### src/rtl/assert_macros.svh
// Assertion macros shared by the RTL of the set-associative lookup block.
// Assumes clk and arst_n are visible at the place of use.
`ifndef ASSERT_MACROS_SVH
`define ASSERT_MACROS_SVH
`ifndef SYNTH
`define SACL_ASSERT(lbl, prop) \
	lbl: assert property (@(posedge clk) disable iff (!arst_n) prop) \
		else $error("sacl assertion failed");
`define SACL_ASSERT_NEVER(lbl, cond) \
	lbl: assert property (@(posedge clk) disable iff (!arst_n) !(cond)) \
		else $error("sacl forbidden condition seen");
`else
`define SACL_ASSERT(lbl, prop)
`define SACL_ASSERT_NEVER(lbl, cond)
`endif
`endif

### src/rtl/sacl_pkg.sv
`timescale 1ns / 1ps
// Package for the set-associative lookup block: sizes, codes, row and control types.
// No dependencies; imported by every module of the block.
package sacl_pkg;

	localparam int MAX_SET_BITS = 6;
	localparam int MAX_WAYS     = 8;
	localparam int ADDR_W       = 64;
	localparam int SET_W        = MAX_SET_BITS;
	localparam int WAY_W        = $clog2(MAX_WAYS);
	localparam int NUM_SETS     = 1 << SET_W;
	localparam int TAG_ADDR_W   = SET_W + WAY_W;
	localparam int NUM_LINES    = 1 << TAG_ADDR_W;
	localparam int RANK_W       = 3;
	localparam int CNT_W        = 32;
	localparam int SETB_W       = 3;
	localparam int OFFB_W       = 6;
	localparam int WAYSCFG_W    = 4;
	localparam int CFG_IDX_W    = 2;
	localparam int CFG_DATA_W   = 6;
	localparam int SHIFT_W      = OFFB_W + 1;

	localparam logic [RANK_W-1:0]    RANK_MAX  = '1;
	localparam logic [CNT_W-1:0]     CNT_MAX   = '1;
	localparam logic [SETB_W-1:0]    SETB_MAX  = SETB_W'(MAX_SET_BITS);
	localparam logic [WAYSCFG_W-1:0] WAYS_MAX  = WAYSCFG_W'(MAX_WAYS);

	localparam logic [SETB_W-1:0]    RST_SET_BITS = 3'd6;
	localparam logic [OFFB_W-1:0]    RST_OFF_BITS = 6'd6;
	localparam logic [WAYSCFG_W-1:0] RST_WAYS     = 4'd4;

	typedef enum logic [CFG_IDX_W-1:0] {
		CFG_SET_BITS    = 2'd0,
		CFG_OFFSET_BITS = 2'd1,
		CFG_WAYS        = 2'd2,
		CFG_POLICY      = 2'd3
	} cfg_idx_t;

	typedef enum logic {
		POL_LRU  = 1'b0,
		POL_PLRU = 1'b1
	} policy_t;

	typedef enum logic [2:0] {
		ST_CLEAR,
		ST_IDLE,
		ST_PREP,
		ST_LOOK,
		ST_CMP,
		ST_UPDATE
	} state_t;

	// replacement metadata of one set
	typedef struct packed {
		logic [MAX_WAYS-1:0]             valid;
		logic [MAX_WAYS-1:0][RANK_W-1:0] rank;
		logic [MAX_WAYS-1:0]             recent;
	} meta_row_t;

	typedef struct packed {
		logic [WAY_W-1:0] way;   // way being accessed
		logic [WAY_W-1:0] last;  // highest way in use
		policy_t          policy;
		logic             fill;  // miss: mark the way valid
	} repl_ctrl_t;

endpackage

### src/rtl/sacl_repl_update.sv
`timescale 1ns / 1ps
// Next replacement state of one set after an access: LRU rank aging or bit-PLRU.
// Depends on sacl_pkg.
module sacl_repl_update (
	input  sacl_pkg::meta_row_t  row_in,
	input  sacl_pkg::repl_ctrl_t ctrl,
	output sacl_pkg::meta_row_t  row_out
);
	import sacl_pkg::*;

	logic [WAY_W:0]    clear_cnt;
	logic [RANK_W-1:0] old_rank;
	logic [MAX_WAYS-1:0] in_use;

	always_comb begin
		for (int i = 0; i < MAX_WAYS; i++) begin
			in_use[i] = (WAY_W'(i) <= ctrl.last);
		end
	end

	always_comb begin
		row_out   = row_in;
		old_rank  = row_in.rank[ctrl.way];
		clear_cnt = '0;
		for (int i = 0; i < MAX_WAYS; i++) begin
			if (in_use[i] && !row_in.recent[i]) begin
				clear_cnt = clear_cnt + 1'b1;
			end
		end
		if (ctrl.policy == POL_PLRU) begin
			// at most one clear bit left: start a new round
			if (clear_cnt <= (WAY_W+1)'(1)) begin
				for (int i = 0; i < MAX_WAYS; i++) begin
					if (in_use[i]) begin
						row_out.recent[i] = 1'b0;
					end
				end
			end
			row_out.recent[ctrl.way] = 1'b1;
		end else begin
			for (int i = 0; i < MAX_WAYS; i++) begin
				if (in_use[i] && WAY_W'(i) != ctrl.way && row_in.rank[i] <= old_rank
						&& row_in.rank[i] != RANK_MAX) begin
					row_out.rank[i] = row_in.rank[i] + 1'b1;
				end
			end
			row_out.rank[ctrl.way] = '0;
		end
		if (ctrl.fill) begin
			row_out.valid[ctrl.way] = 1'b1;
		end
	end

endmodule

### config.mk
export PLATFORM = sky130hd
export DESIGN_NAME = sacl_repl_update
export DESIGN_NICKNAME = d
export VERILOG_FILES = /design/src/rtl/assert_macros.svh /design/src/rtl/sacl_pkg.sv /design/src/rtl/sacl_repl_update.sv
export SDC_FILE = /design/constraint.sdc
export NUM_CORES = 1
export LEC_CHECK = 0
export BUFFER_PORTS_ARGS = -buffer_cell sky130_fd_sc_hd__buf_2
export CAP_MARGIN = 10
export CORE_ASPECT_RATIO = 2
export CORE_MARGIN = 2
export CORE_UTILIZATION = 40
export DETAILED_ROUTE_END_ITERATION = 16
export GPL_TIMING_DRIVEN = 0
export PLACE_DENSITY = 0.69
export SYNTH_ARGS = -nofsm -noshare
export SYNTH_HDL_FRONTEND = slang
export SYNTH_SLANG_ARGS = --single-unit
### constraint.sdc
create_clock -name vclk -period 4.3
set_input_delay 0.215 -clock vclk [all_inputs]
set_output_delay 0.215 -clock vclk [all_outputs]
set_load 0.05 [all_outputs]
Yosys cells after proc, flatten, opt, wreduce, memory -nomap -nowiden
Index checks and enable logic that the tools add are counted.
{"block": "classes", "add_sub_neg": 15, "magnitude_cmp": 19, "n_eq_ne": 15, "mux": 43, "n_bitwise": 4, "n_reduce_logical": 42}
{"operator": "3-bit two-way mux", "n": 18}
{"operator": "1-bit logical AND", "n": 33}
{"operator": "8-bit two-way mux", "n": 4}
{"operator": "4-bit by 1-bit adder with 4-bit output (second input constant)", "n": 7}
{"operator": "4-bit two-way mux", "n": 7}
{"operator": "3-bit by 1-bit adder with 3-bit output (second input constant)", "n": 8}
{"operator": "24-bit AND", "n": 1}
{"operator": "3-bit less-or-equal comparator", "n": 8}
{"operator": "24-bit two-way mux", "n": 1}
{"operator": "3-bit inequality test (second input constant)", "n": 8}
{"operator": "24-bit NOT", "n": 1}
{"operator": "8-bit bitwise OR", "n": 2}
{"operator": "3-bit less-or-equal comparator (first input constant)", "n": 4}
{"operator": "3-bit inequality test (first input constant)", "n": 4}
{"operator": "1-bit two-way mux", "n": 10}
{"operator": "3-bit binary-select mux with 3-bit select", "n": 1}
{"operator": "3-bit demux with 3-bit select", "n": 1}
{"operator": "1-bit logical NOT", "n": 8}
{"operator": "1-bit by 3-bit less-or-equal comparator with 1-bit output (first input constant)", "n": 2}
{"operator": "2-bit by 3-bit less-or-equal comparator with 1-bit output (first input constant)", "n": 2}
{"operator": "2-bit by 3-bit inequality test with 1-bit output (first input constant)", "n": 2}
{"operator": "4-bit by 1-bit less-or-equal comparator with 1-bit output (second input constant)", "n": 1}
{"operator": "3-bit by 4-bit < comparator with 1-bit output (second input constant)", "n": 1}
{"operator": "1-bit demux with 3-bit select", "n": 1}
{"operator": "other kinds (3)", "n": 3}
{"block": "word_totals", "regBits": 0, "in_bits": 48, "word_cells": 138}

Longest topological paths before layout
{"block": "logic_depth", "word_depth": 22, "depth_mapped": 25, "mapped_depth_nobuf": 23}

Worst setup path before layout
OpenSTA, ideal clock, no wires.
{"block": "synth_path", "path_kind": "input-to-output", "startpoint": "in ctrl[4] (netlist bit)", "endpoint": "out row_out[2] (netlist bit)", "t_arrival_ps": 4635, "slack_ps": -550, "stages": 25, "path_buffers": 3, "path_cell_list": "buf_6 buf_2 nor3_1 or2_2 inv_1 ha_1 clkbuf_1 xnor2_1 inv_1 ha_1 a41oi_1 o21ai_0 o21ai_0 xnor2_1 nor2_1 a21oi_1 ha_1 nand2_1 o21ai_0 a41oi_1 a21boi_0 a31oi_1 nor4b_2 nor3_1 a221o_1"}
{"element": "from (decl)", "line": "sacl_repl_update.sv:6", "source": "input sacl_pkg::repl_ctrl_t ctrl,"}
{"element": "to (decl)", "line": "sacl_repl_update.sv:7", "source": "output sacl_pkg::meta_row_t row_out"}

==> impl_results.md <==
* Sequential cell count at 0
* # clk buffers at 0
* Filler cell count at 588
* Syn nets at 406
* Vias per inst at 6.12
* N_diodes at 0
* Setup crit start kind: input pin
* FP Rows at 40
* PwrDens at 217 nW/µm²
* Initial core utilization at 41.2%
* Setup WS post-layout at -0.194 ns
* Leak pwr at 0.00175 µW
* Die Span Y at 115 µm
* Top-Level Pins at 88
* DP HPWL at 6.80 mm
* Min Tclk post-route at 4.49 ns
* Most instantiated cells after synthesis: ha_1 (48), inv_1 (26), a21o_1 (23)
* Port buffer count at 85
* Placed cell area at 3080 µm²
* Worst-Margin Slew at 0.705 ns
* Storage element area at 0 µm²
* Share of the synthesized area in the top cell type at 24.3%
* Syn Std Cell Area at 2470 µm²
* Syn-to-layout area delta at 39.6%
* Via count at 2924
* First-pass GRT wire length at 12.4 mm
* Initial drt markers at 85
* CP Launch Point: ctrl[4]
* Status: finished with violations
* Max frequency at 223 MHz
* Max Slew Vio Count at 0
* Final WL at 8.31 mm
* Mean area per synthesized cell at 7.98 µm²
* CTS Hold Bufs at 0
* Final net count at 513
* Critical path data required time at 4.09 ns
* Multi-input combinational cell area at 2520 µm²
* Area leader, netlist: ha_1
* Worst hold path class: input pin to output port
* DIE WIDTH at 59.6 µm
* DR pass1 iterations at 4
* Antenna violation net count after detailed routing at 0
* Final GP Congestion at 0.892
* Largest net degree at the start of global routing at 11
* Maxcap violations at 0
* Wire length per cell at 17.4 µm
* Synth warn at 0
* Worst rel slew slack at 52.7%
* Post-synthesis sequential area ratio at 0%
* Placeable Area at 6010 µm²
* Die area at 6860 µm²
* WS Path Type: input pin to output port
* Distinct cells, synth at 57
* Final Hold Vio Count at 0
* RSZ-0062 raised after global routing: true
* Share of cells above drive strength 1 at 41.4%
* Initial antenna violation count at 0
* Min-Delay Startpoint: row_in[1]
* Gr usage total at 22.9%
* Largest cells by area after synthesis: ha_1 (24%), a22o_1 (7.8%), a21o_1 (7.0%)
* Count leader, synth: ha_1
* CP max FO at 4
* Post-layout instance area at 3450 µm²
* Setup slack at placement at -0.592 ns
* Failing checks: negative setup slack
* Gr ovfl total at 0
* Synth Instances at 310
* Final setup violation count at 8
* Vias in the first global route at 2790
* Final period util at 105%
* Worst path arrival time at 4.28 ns
* DRC at 0
* VDD IR max at 145 µV
* CP endpoint kind: output port
-- through the flow --
step / total power [µW] / std cells / utilization (%) / hold WS [ns] / setup TNS [ns]
after floorplan: 495 / 310 / - / 0.713 / 0
after global placement: 630 / 458 / 51.3 / 0.817 / -4.37
after detailed placement: 645 / 458 / 51.3 / 0.818 / -5.48
after CTS: 704 / 473 / 55.3 / 0.817 / -1.31
after global routing: 798 / 478 / 57.5 / 0.832 / -3.05
final: 748 / 478 / 57.5 / 0.812 / -1.11
-- cell usage in the layout, fill, tap and decap left out, types with 4 or more instances in the layout --
master    synthesis  layout
o21bai_1          4       4
nor3b_1           5       5
a21oi_1          13      13
mux4_2            6       6
inv_1            26      24
o21ai_2           0       6
buf_6             1       9
a21o_1           23      23
ha_1             48      45
buf_4             2      20
nand2b_1          5       5
nand2_1          15      13
buf_2             2      77
buf_1             4       4
mux2_2            8       8
nor2b_1           5       5
nor3_1            7       6
xnor2_1           9       6
o21ai_0          12       7
nand3_1           8       8
a22o_1           22      21
a31oi_1           9       8
nor2_1           14      14
-- repair_timing --
item,CTS,global route
pin swaps,26,13
hold endpoints to repair,0,0
buffers inserted,16,5
endpoints found under the setup margin,23,26
gates resized for setup,34,17
-- critical path: stages --
cell and delay [ns]:
buf_12 0.08, buf_8 0.09, nor3_4 0.03, or2_4 0.26, buf_4 0.13, ha_1 0.21
mux2i_4 0.21, xnor2_4 0.15, nand2_1 0.08, o21ai_2 0.08, ha_1 0.26, nand2_1 0.08
o21ai_2 0.07, xnor2_2 0.21, nor2_1 0.06, a21oi_1 0.13, ha_2 0.29, nand2_2 0.08
o21ai_2 0.07, a41oi_2 0.19, a21boi_4 0.23, a31oi_4 0.07, nor4b_4 0.40, nor3_1 0.09
a221o_2 0.34, buf_8 0.16
-- final timing paths --
path                         end  slack (ns)  cells past startpoint
worst max-delay path  row_out[2]       -0.19                     26
worst min-delay path  row_out[1]        0.81                      3
-- metal layers --
metal	vias up	GRT usage, %	wire length (µm)
met1	1393	21.6	2730
li1	1388	-	-
met3	33	0.787	273
met2	110	47.3	4890
met4	0	10.1	418
met5	-	0	0
-- logic make-up (layout without fill, tap and decap cells) --
| group | after synthesis | after routing | share of synthesized area [%] |
|---|---|---|---|
| AO/OA/AOI/OAI | 101 | 101 | 30.3 |
| AND/OR/NAND/NOR | 85 | 85 | 20.0 |
| adder cells (fa/ha/maj) | 48 | 48 | 24.3 |
| XOR/XNOR | 15 | 15 | 6.73 |
| buffers and inverters | 40 | 145 | 6.78 |
| multiplexers | 21 | 21 | 11.9 |
-- final cells by class --
class                           instances  share of cell area (%)
Multi-Input combinational cell        270                    73.0
Timing Repair Buffer                  106                    19.2
Inverter                               27                    3.01
Buffer                                 12                    2.46
Tap cell                               63                    2.28
-- power breakdown --
| group | internal, µW | switching (µW) |
|---|---|---|
| Sequential | 0 | 0 |
| Clock | 0 | 0 |
| Combinational | 303 | 445 |
Note: power is estimated with default switching activity, not from simulation.
