<file path="src/rtl/assert_macros.svh">
// Assertion macros shared by the RTL of the set-associative lookup block.
// Assumes clk and arst_n are visible at the place of use.
`ifndef ASSERT_MACROS_SVH
`define ASSERT_MACROS_SVH
`ifndef SYNTH
`define SACL_ASSERT(lbl, prop) \
	lbl: assert property (@(posedge clk) disable iff (!arst_n) prop) \
		else $error("sacl assertion failed");
`define SACL_ASSERT_NEVER(lbl, cond) \
	lbl: assert property (@(posedge clk) disable iff (!arst_n) !(cond)) \
		else $error("sacl forbidden condition seen");
`else
`define SACL_ASSERT(lbl, prop)
`define SACL_ASSERT_NEVER(lbl, cond)
`endif
`endif

</file>
<file path="src/rtl/sacl_pkg.sv">
`timescale 1ns / 1ps
// Package for the set-associative lookup block: sizes, codes, row and control types.
// No dependencies; imported by every module of the block.
package sacl_pkg;

	localparam int MAX_SET_BITS = 6;
	localparam int MAX_WAYS     = 8;
	localparam int ADDR_W       = 64;
	localparam int SET_W        = MAX_SET_BITS;
	localparam int WAY_W        = $clog2(MAX_WAYS);
	localparam int NUM_SETS     = 1 << SET_W;
	localparam int TAG_ADDR_W   = SET_W + WAY_W;
	localparam int NUM_LINES    = 1 << TAG_ADDR_W;
	localparam int RANK_W       = 3;
	localparam int CNT_W        = 32;
	localparam int SETB_W       = 3;
	localparam int OFFB_W       = 6;
	localparam int WAYSCFG_W    = 4;
	localparam int CFG_IDX_W    = 2;
	localparam int CFG_DATA_W   = 6;
	localparam int SHIFT_W      = OFFB_W + 1;

	localparam logic [RANK_W-1:0]    RANK_MAX  = '1;
	localparam logic [CNT_W-1:0]     CNT_MAX   = '1;
	localparam logic [SETB_W-1:0]    SETB_MAX  = SETB_W'(MAX_SET_BITS);
	localparam logic [WAYSCFG_W-1:0] WAYS_MAX  = WAYSCFG_W'(MAX_WAYS);

	localparam logic [SETB_W-1:0]    RST_SET_BITS = 3'd6;
	localparam logic [OFFB_W-1:0]    RST_OFF_BITS = 6'd6;
	localparam logic [WAYSCFG_W-1:0] RST_WAYS     = 4'd4;

	typedef enum logic [CFG_IDX_W-1:0] {
		CFG_SET_BITS    = 2'd0,
		CFG_OFFSET_BITS = 2'd1,
		CFG_WAYS        = 2'd2,
		CFG_POLICY      = 2'd3
	} cfg_idx_t;

	typedef enum logic {
		POL_LRU  = 1'b0,
		POL_PLRU = 1'b1
	} policy_t;

	typedef enum logic [2:0] {
		ST_CLEAR,
		ST_IDLE,
		ST_PREP,
		ST_LOOK,
		ST_CMP,
		ST_UPDATE
	} state_t;

	// replacement metadata of one set
	typedef struct packed {
		logic [MAX_WAYS-1:0]             valid;
		logic [MAX_WAYS-1:0][RANK_W-1:0] rank;
		logic [MAX_WAYS-1:0]             recent;
	} meta_row_t;

	typedef struct packed {
		logic [WAY_W-1:0] way;   // way being accessed
		logic [WAY_W-1:0] last;  // highest way in use
		policy_t          policy;
		logic             fill;  // miss: mark the way valid
	} repl_ctrl_t;

endpackage

</file>
<file path="src/rtl/sacl_meta_store.sv">
`timescale 1ns / 1ps
// Per-set replacement metadata memory (valid, age ranks, recent bits).
// Sweeps every row to zero after reset. Depends on sacl_pkg.
module sacl_meta_store (
	input  logic                            clk,
	input  logic                            arst_n,
	input  logic                            rd_en,
	input  logic [sacl_pkg::SET_W-1:0]      rd_set,
	output sacl_pkg::meta_row_t             rd_row,
	input  logic                            wr_en,
	input  logic [sacl_pkg::SET_W-1:0]      wr_set,
	input  sacl_pkg::meta_row_t             wr_row,
	output logic                            busy
);
	import sacl_pkg::*;

	meta_row_t        mem [NUM_SETS];
	meta_row_t        rd_q;
	logic [SET_W-1:0] clr_idx_q;
	logic             clr_busy_q;

	always_ff @(posedge clk or negedge arst_n) begin
		if (!arst_n) begin
			clr_busy_q <= 1'b1;
			clr_idx_q  <= '0;
		end else if (clr_busy_q) begin
			clr_idx_q <= clr_idx_q + 1'b1;
			if (clr_idx_q == '1) begin
				clr_busy_q <= 1'b0;
			end
		end
	end

	always_ff @(posedge clk) begin
		if (clr_busy_q) begin
			mem[clr_idx_q] <= '0;
		end else if (wr_en) begin
			mem[wr_set] <= wr_row;
		end
		if (rd_en) begin
			rd_q <= mem[rd_set];
		end
	end

	assign rd_row = rd_q;
	assign busy   = clr_busy_q;

endmodule

</file>
<file path="config.mk">
export PLATFORM = sky130hd
export DESIGN_NAME = sacl_meta_store
export DESIGN_NICKNAME = d
export VERILOG_FILES = /design/src/rtl/assert_macros.svh /design/src/rtl/sacl_pkg.sv /design/src/rtl/sacl_meta_store.sv
export SDC_FILE = /design/constraint.sdc
export NUM_CORES = 2
export LEC_CHECK = 0
export BUFFER_PORTS_ARGS = -buffer_cell sky130_fd_sc_hd__buf_2
export CAP_MARGIN = 5
export CORE_ASPECT_RATIO = 0.9
export CORE_MARGIN = 8
export CORE_UTILIZATION = 60
export CTS_CLUSTER_DIAMETER = 60
export DETAILED_ROUTE_END_ITERATION = 6
export MAX_ROUTING_LAYER = met4
export PLACE_DENSITY = 0.75
export SLEW_MARGIN = 20
export SYNTH_ARGS = -nofsm -noshare
export SYNTH_HDL_FRONTEND = slang
export SYNTH_SLANG_ARGS = --single-unit
</file>
<file path="constraint.sdc">
create_clock -name clk -period 5.14 [get_ports clk]
set_input_delay 0.771 -clock clk [delete_from_list [all_inputs] [get_ports clk]]
set_output_delay 0.771 -clock clk [all_outputs]
set_load 0.01 [all_outputs]
</file>
# Yosys cells after proc, flatten, opt, wreduce, memory -nomap -nowiden

Memories as Yosys holds them, arrays and structs flattened. A register that Yosys moved wholly into a read port is not among the register bits.
Cells that the tools add are included.

Register bits: 7
Memory bits (writable): 2560
Bits of input ports: 56
Logic and storage cells: 16
Memories kept: 1

Memory list:

| memory | depth | bits a word | read ports | clocked after Yosys merged registers in | write ports | line                  | RTL |
|---|---|---|---|---|---|---|---|
| mem    | 64    | 40          | 1          | 1                                       | 1           | sacl_meta_store.sv:17 | `meta_row_t mem [NUM_SETS];` |

Add/sub/neg operators: 1
Equality and inequality tests: 1
Multiplexer cells: 10
Reduce and logical (&&, ||, !) cells: 1

Operators with widths:

| operator                                    | number |
|---|---|
| 2-to-1 mux 40 bit                           | 1 |
| OR reduction 40 bit                         | 1 |
| 2-to-1 mux 1 bit                            | 8 |
| adder 6 x 1 -> 6 bit, second input constant | 1 |
| == test 6 bit, second input constant        | 1 |
| 2-to-1 mux 6 bit                            | 1 |

# Logic depth before layout (Yosys ltp)

Word-level depth: 5
Depth in mapped cells: 10
Gate-level depth less buffers: 5

# Least setup slack after synthesis

Ideal clock, no wire load.

Kind: input to register
Start point: in wr_en
End point: mem mem[33][0] (netlist bit), enable pin
Setup time: 438 ps
Arrival: 3420 ps
Data required time: 4702 ps
Path slack: 1282 ps
Stages: 6
Buffers on the path: 1
Cells stage by stage: nor2b_1 clkbuf_1 or3_1 o31ai_1 nand2_1 nor2_1

Cells in the longest elaborated chain, start to end: 5

Ends and longest elaborated chain:

| element                                                                      | line                  | RTL |
|---|---|---|
| from (decl)                                                                  | sacl_meta_store.sv:10 | `input logic wr_en,` |
| 2-to-1 mux 1 bit (*)                                                         | sacl_meta_store.sv:37 | `end else if (wr_en) begin` |
| 2-to-1 mux 1 bit (*)                                                         | sacl_meta_store.sv:35 | `if (clr_busy_q) begin` |
| 2-to-1 mux 1 bit (not written as such) (*)                                   | sacl_meta_store.sv:38 | `mem[wr_set] <= wr_row;` |
| OR reduction 40 bit (no source line)                                         | --                    |  |
| 2-to-1 mux 6 bit (no source line) / 2-to-1 mux 1 bit (equally long branches) | --                    |  |
| to (decl)                                                                    | sacl_meta_store.sv:17 |  |

Mark *: on every way between the ends. The rest lies on a longest branch, timed or not.

# Final worst setup path

Start point: reg clr_busy_q, in the netlist busy
End point: mem mem[9][26] (netlist bit), enable pin

Cells in the longest elaborated chain, start to end: 4

Ends and longest elaborated chain:

| element                                                                      | line                  | RTL |
|---|---|---|
| from (decl)                                                                  | sacl_meta_store.sv:20 | `logic clr_busy_q;` |
| from (signal assigned)                                                       | sacl_meta_store.sv:24 | `clr_busy_q <= 1'b1;` |
| from (signal assigned)                                                       | sacl_meta_store.sv:29 | `clr_busy_q <= 1'b0;` |
| 2-to-1 mux 1 bit                                                             | sacl_meta_store.sv:35 |  |
| 2-to-1 mux 1 bit (not written as such)                                       | sacl_meta_store.sv:38 |  |
| OR reduction 40 bit (no source line)                                         | --                    |  |
| 2-to-1 mux 6 bit (no source line) / 2-to-1 mux 1 bit (equally long branches) | --                    |  |

Several ways; a longest one is shown, not always the timed one.

==> results.md <==
- In this run, placement finished with an instance count of 6,551.
- For met3 alone, demand over resource in global routing was 7.39%.
- Using the TritonRoute via totals, the vias-per-cell ratio works out to 7.08.
- CTS built an H-tree with a depth of 4.
- The floorplan has 141 rows.
- The DRC violation count after routing is 0.
- The wire length per cell is 37.4 um.
- The first global-routing pass estimated 370,000 um of wire.
- For met2 alone, demand over resource in global routing was 44.2%.
- From synthesis to final layout, the design area changed by 12.3%.
- The peak ir drop on the vdd network is 322 uV.
- The number of hold violations in the final report came to 0.
- In the final design database the tool counted 4,703 nets.
- The synthesized design contains 2,607 register bits.
- The timing-limited maximum frequency is 273 MHz.
- The placement-stage worst setup slack is 1.09 ns.
- The flow ran to the end, and the final reports show no timing, DRC or antenna violations.
- Clock-pin slew was measured on the worst setup and hold paths at 0.06 ns.
- The critical path crosses 6 cells after its start point.
- The tool flagged a number of max-cap violations equal to 0.
- The core region is 164,000 um2.
- Summing over every cut layer, the via total after detailed routing is 49,575.
- The endpoint class of the critical path is a flop.
- Summing every instance area after synthesis gives 99,100 um2.
- The kind of critical path is reg2reg.
- The netlist uses 49 different library cells.
- In this design, the critical path's most frequently occurring cell is sky130_fd_sc_hd__buf_4.
- Setup repair after global routing left no endpoint under its margin.
- STA classifies the critical path startpoint as a flop.
- For this run, the detailed router's first-pass iteration total came to 5.
- The count of flip-flops with a built-in enable after synthesis is 2,600.
- The die is 444 um wide.
- The final standard cell count with taps included and fillers excluded is 7,007.
- Adding up every negative setup slack in the final design gives 0 ns.
- The number of buffers inserted by port buffering is 96.
- Once the floorplan was initialized, standard cells occupied 60.4% of the core.
- The gate count after technology mapping is 4,346.
- The signal on the critical path passes through nor2b_4, buf_4, o21ai_0, nand2_1, nor2_4, buf_4.
- The required time at the endpoint of the critical path is 5.70 ns.
- The largest fanout on the critical path is 40.
- The clock latency on the worst-skew pair is 0.87 ns.
- The post-synthesis average cell area is 22.8 um2.
- The final-report max-slew violation count is 0.
- Clock tree synthesis found a total of 2,607 sinks.
- Grouping stages by cell kind, the critical path spends the most delay in simple AND/OR/NAND/NOR gates.
- On the final layout, the worst clock skew is 0.0652 ns.
- The via count of the first global-routing pass was 49,097.
- The leakage power total is 0.0361 uW.
- For the worst setup path, the data arrival time is 4.22 ns.
- The die covers 179,000 um2.
- The flip-flop cell with the highest count after synthesis is sky130_fd_sc_hd__edfxtp_1.
- The post-detailed-route count of antenna-violating nets is 0.
- The type of the tightest min-delay check is in2async.
- For this block, the initial DRC count from the detailed router was 7,912.
- The maximum number of pins on one net before global-route repair is 96.
- The floorplan step set the die height to 402 um.
- No sink is reached through more buffers than the 3 on the longest clock path.
- The number of CTS-inserted buffers is 236.
- In this design, the stage delay of the slowest critical-path cell is 0.95 ns.
- At the pin with the least slew margin, the transition time is 1.16 ns.
- The critical path buffer and inverter count is 2.
- Summed over all nets, the half-perimeter wirelength after detailed placement is 154,000 um.
- The total number of yosys warnings is 0.
- The minimum setup slack in the final design is 1.48 ns.
- The met1 global-route usage is 41.1%.
- Global routing consumed, over all layers together, 30.1% of the routing resources.
- In the synthesized netlist the async set-or-reset flop fraction comes to 0.269%.
- The tree is rooted in a sky130_fd_sc_hd__clkbuf_16.
- Of the cells placed in the final design, the portion with a size suffix greater than 1 is 29.1%.
- The setup violation total in the final timing report is 0.
- Power spread over the standard cell area amounts to 386 nW/um2.
- Headroom to the max-slew limit came out at 22.5%.
- The clock tree from TritonCTS is built.
- For this design the top-level I/O count stands at 97.
- The portion of the post-synthesis area used by sequential elements is 78.9%.
- The congestion estimate from routability-driven global placement came to 0.895.
- On the critical path, the stage with the largest delay is an instance of sky130_fd_sc_hd__nor2_4.
- The final critical-path required period is 3.66 ns.
- The portion of the clock cycle consumed by the worst path in the final layout is 71.3%.
- The number of antenna violations at the first check in global routing was 10.
- Summed over all layers, the routed wires come to 262,000 um.
- The most used routing layer is met2.
- The worst register-to-register path has a depth of 6.
- The aggregate global routing overflow is 0.
- The number of cells upsized or downsized after cts is 0.
- The number of nets handed over by synthesis was 4,403.
## routing by layer
| metal | share of wire (%) | vias up | wire (um) |
|---|---|---|---|
| met2 | 46 | 3862 | 121000 |
| met1 | 35 | 25920 | 92800 |
| met5 | 0 | - | 0 |
| li1 | - | 19222 | - |
| met3 | 13 | 571 | 34900 |
| met4 | 5.1 | 0 | 13400 |
## registers in the layout, indices dropped and copies added (netlist names)
register   flops
busy           1
clr_idx_q      6
mem         2560
rd_row        40
## stage by stage
step                power, uW  cell area, um2  utilization [%]  hold WS, ns
CTS                     43000          111000             67.8        0.250
global route            43900          111000             67.8        0.295
finish                  43000          111000             67.8        0.319
detailed placement      26100          104000             63.2        0.539
global placement        26100          104000             63.2        0.518
floorplan               25200           99100                -        0.475
## cell usage in the layout, fill, tap and decap left out, drive strengths merged, types with 3 or more instances in the layout
cell type / count
edfxtp: 2600
mux4: 604
buf: 312
clkbuf: 294
clkinv: 112
nand2: 102
o22ai: 90
nor2: 89
a22oi: 87
o221ai: 70
and2: 57
mux2i: 52
mux2: 50
a221oi: 49
a211oi: 40
nor2b: 33
and3: 31
o21ai: 28
bufinv: 19
nand3: 17
nand2b: 14
diode: 12
inv: 11
a21oi: 9
nor3: 9
clkinvlp: 9
or2: 8
o311ai: 8
dfrtp: 6
nand3b: 4
or3: 4
o21a: 3
xnor2: 3
## layout make-up
type,count,area [um2]
Clock buffer,294,6170
Sequential cell,2607,78300
Inverter,3,11.3
Tap cell,2145,2680
Multi-Input combinational cell,1485,20100
Timing Repair Buffer,313,2640
Fill cell,9650,52800
Clock inverter,148,1370
Antenna cell,12,30.0
## synth_stat cells (all sizes together), types with 50 or more instances
master	n	area (um2)
a22oi	87	653
and2	57	357
buf	155	958
clkbuf	96	360
edfxtp	2600	78100
mux2	50	563
mux2i	52	521
mux4	604	13600
nand2	102	383
nor2	89	334
o221ai	70	613
o22ai	90	563
## worst paths after layout
path                                           from                  endpoint  slack (ns)
max                                  busy$_DFF_PN1_      mem[9][26]$_DFFE_PP_        1.48
max reg2reg                          busy$_DFF_PN1_      mem[9][26]$_DFFE_PP_        1.48
min                                          arst_n  clr_idx_q[3]$_DFFE_PN0P_        0.32
min in group clk                         wr_row[31]     mem[37][31]$_DFFE_PP_        0.33
max in group asynchronous                    arst_n            busy$_DFF_PN1_        4.59
min reg2reg                clr_idx_q[3]$_DFFE_PN0P_  clr_idx_q[3]$_DFFE_PN0P_        0.57
## kinds of logic after synthesis
group	share of synthesized area (%)
muxes	14.8
DFF	78.9
and+or+nand+nor	1.86
adders and majority gates	0.0126
xor gates and xnor gates	0.0442
buffers and inverters	1.34
AOI/OAI and AO/OA	2.99
## where the power goes
group / total (uW) / switching (uW) / internal, uW
combinational: 2160 / 1430 / 733
sequential: 23600 / 64.4 / 23500
clock: 17200 / 7750 / 9490
total: 43000 / 9240 / 33700
## timing repair
action,in CTS,in global routing
endpoints found under the hold margin,7,0
hold buffers,1,0
endpoints found under the setup margin,0,0
buffers inserted,0,0
(Power assumes the default switching activity.)
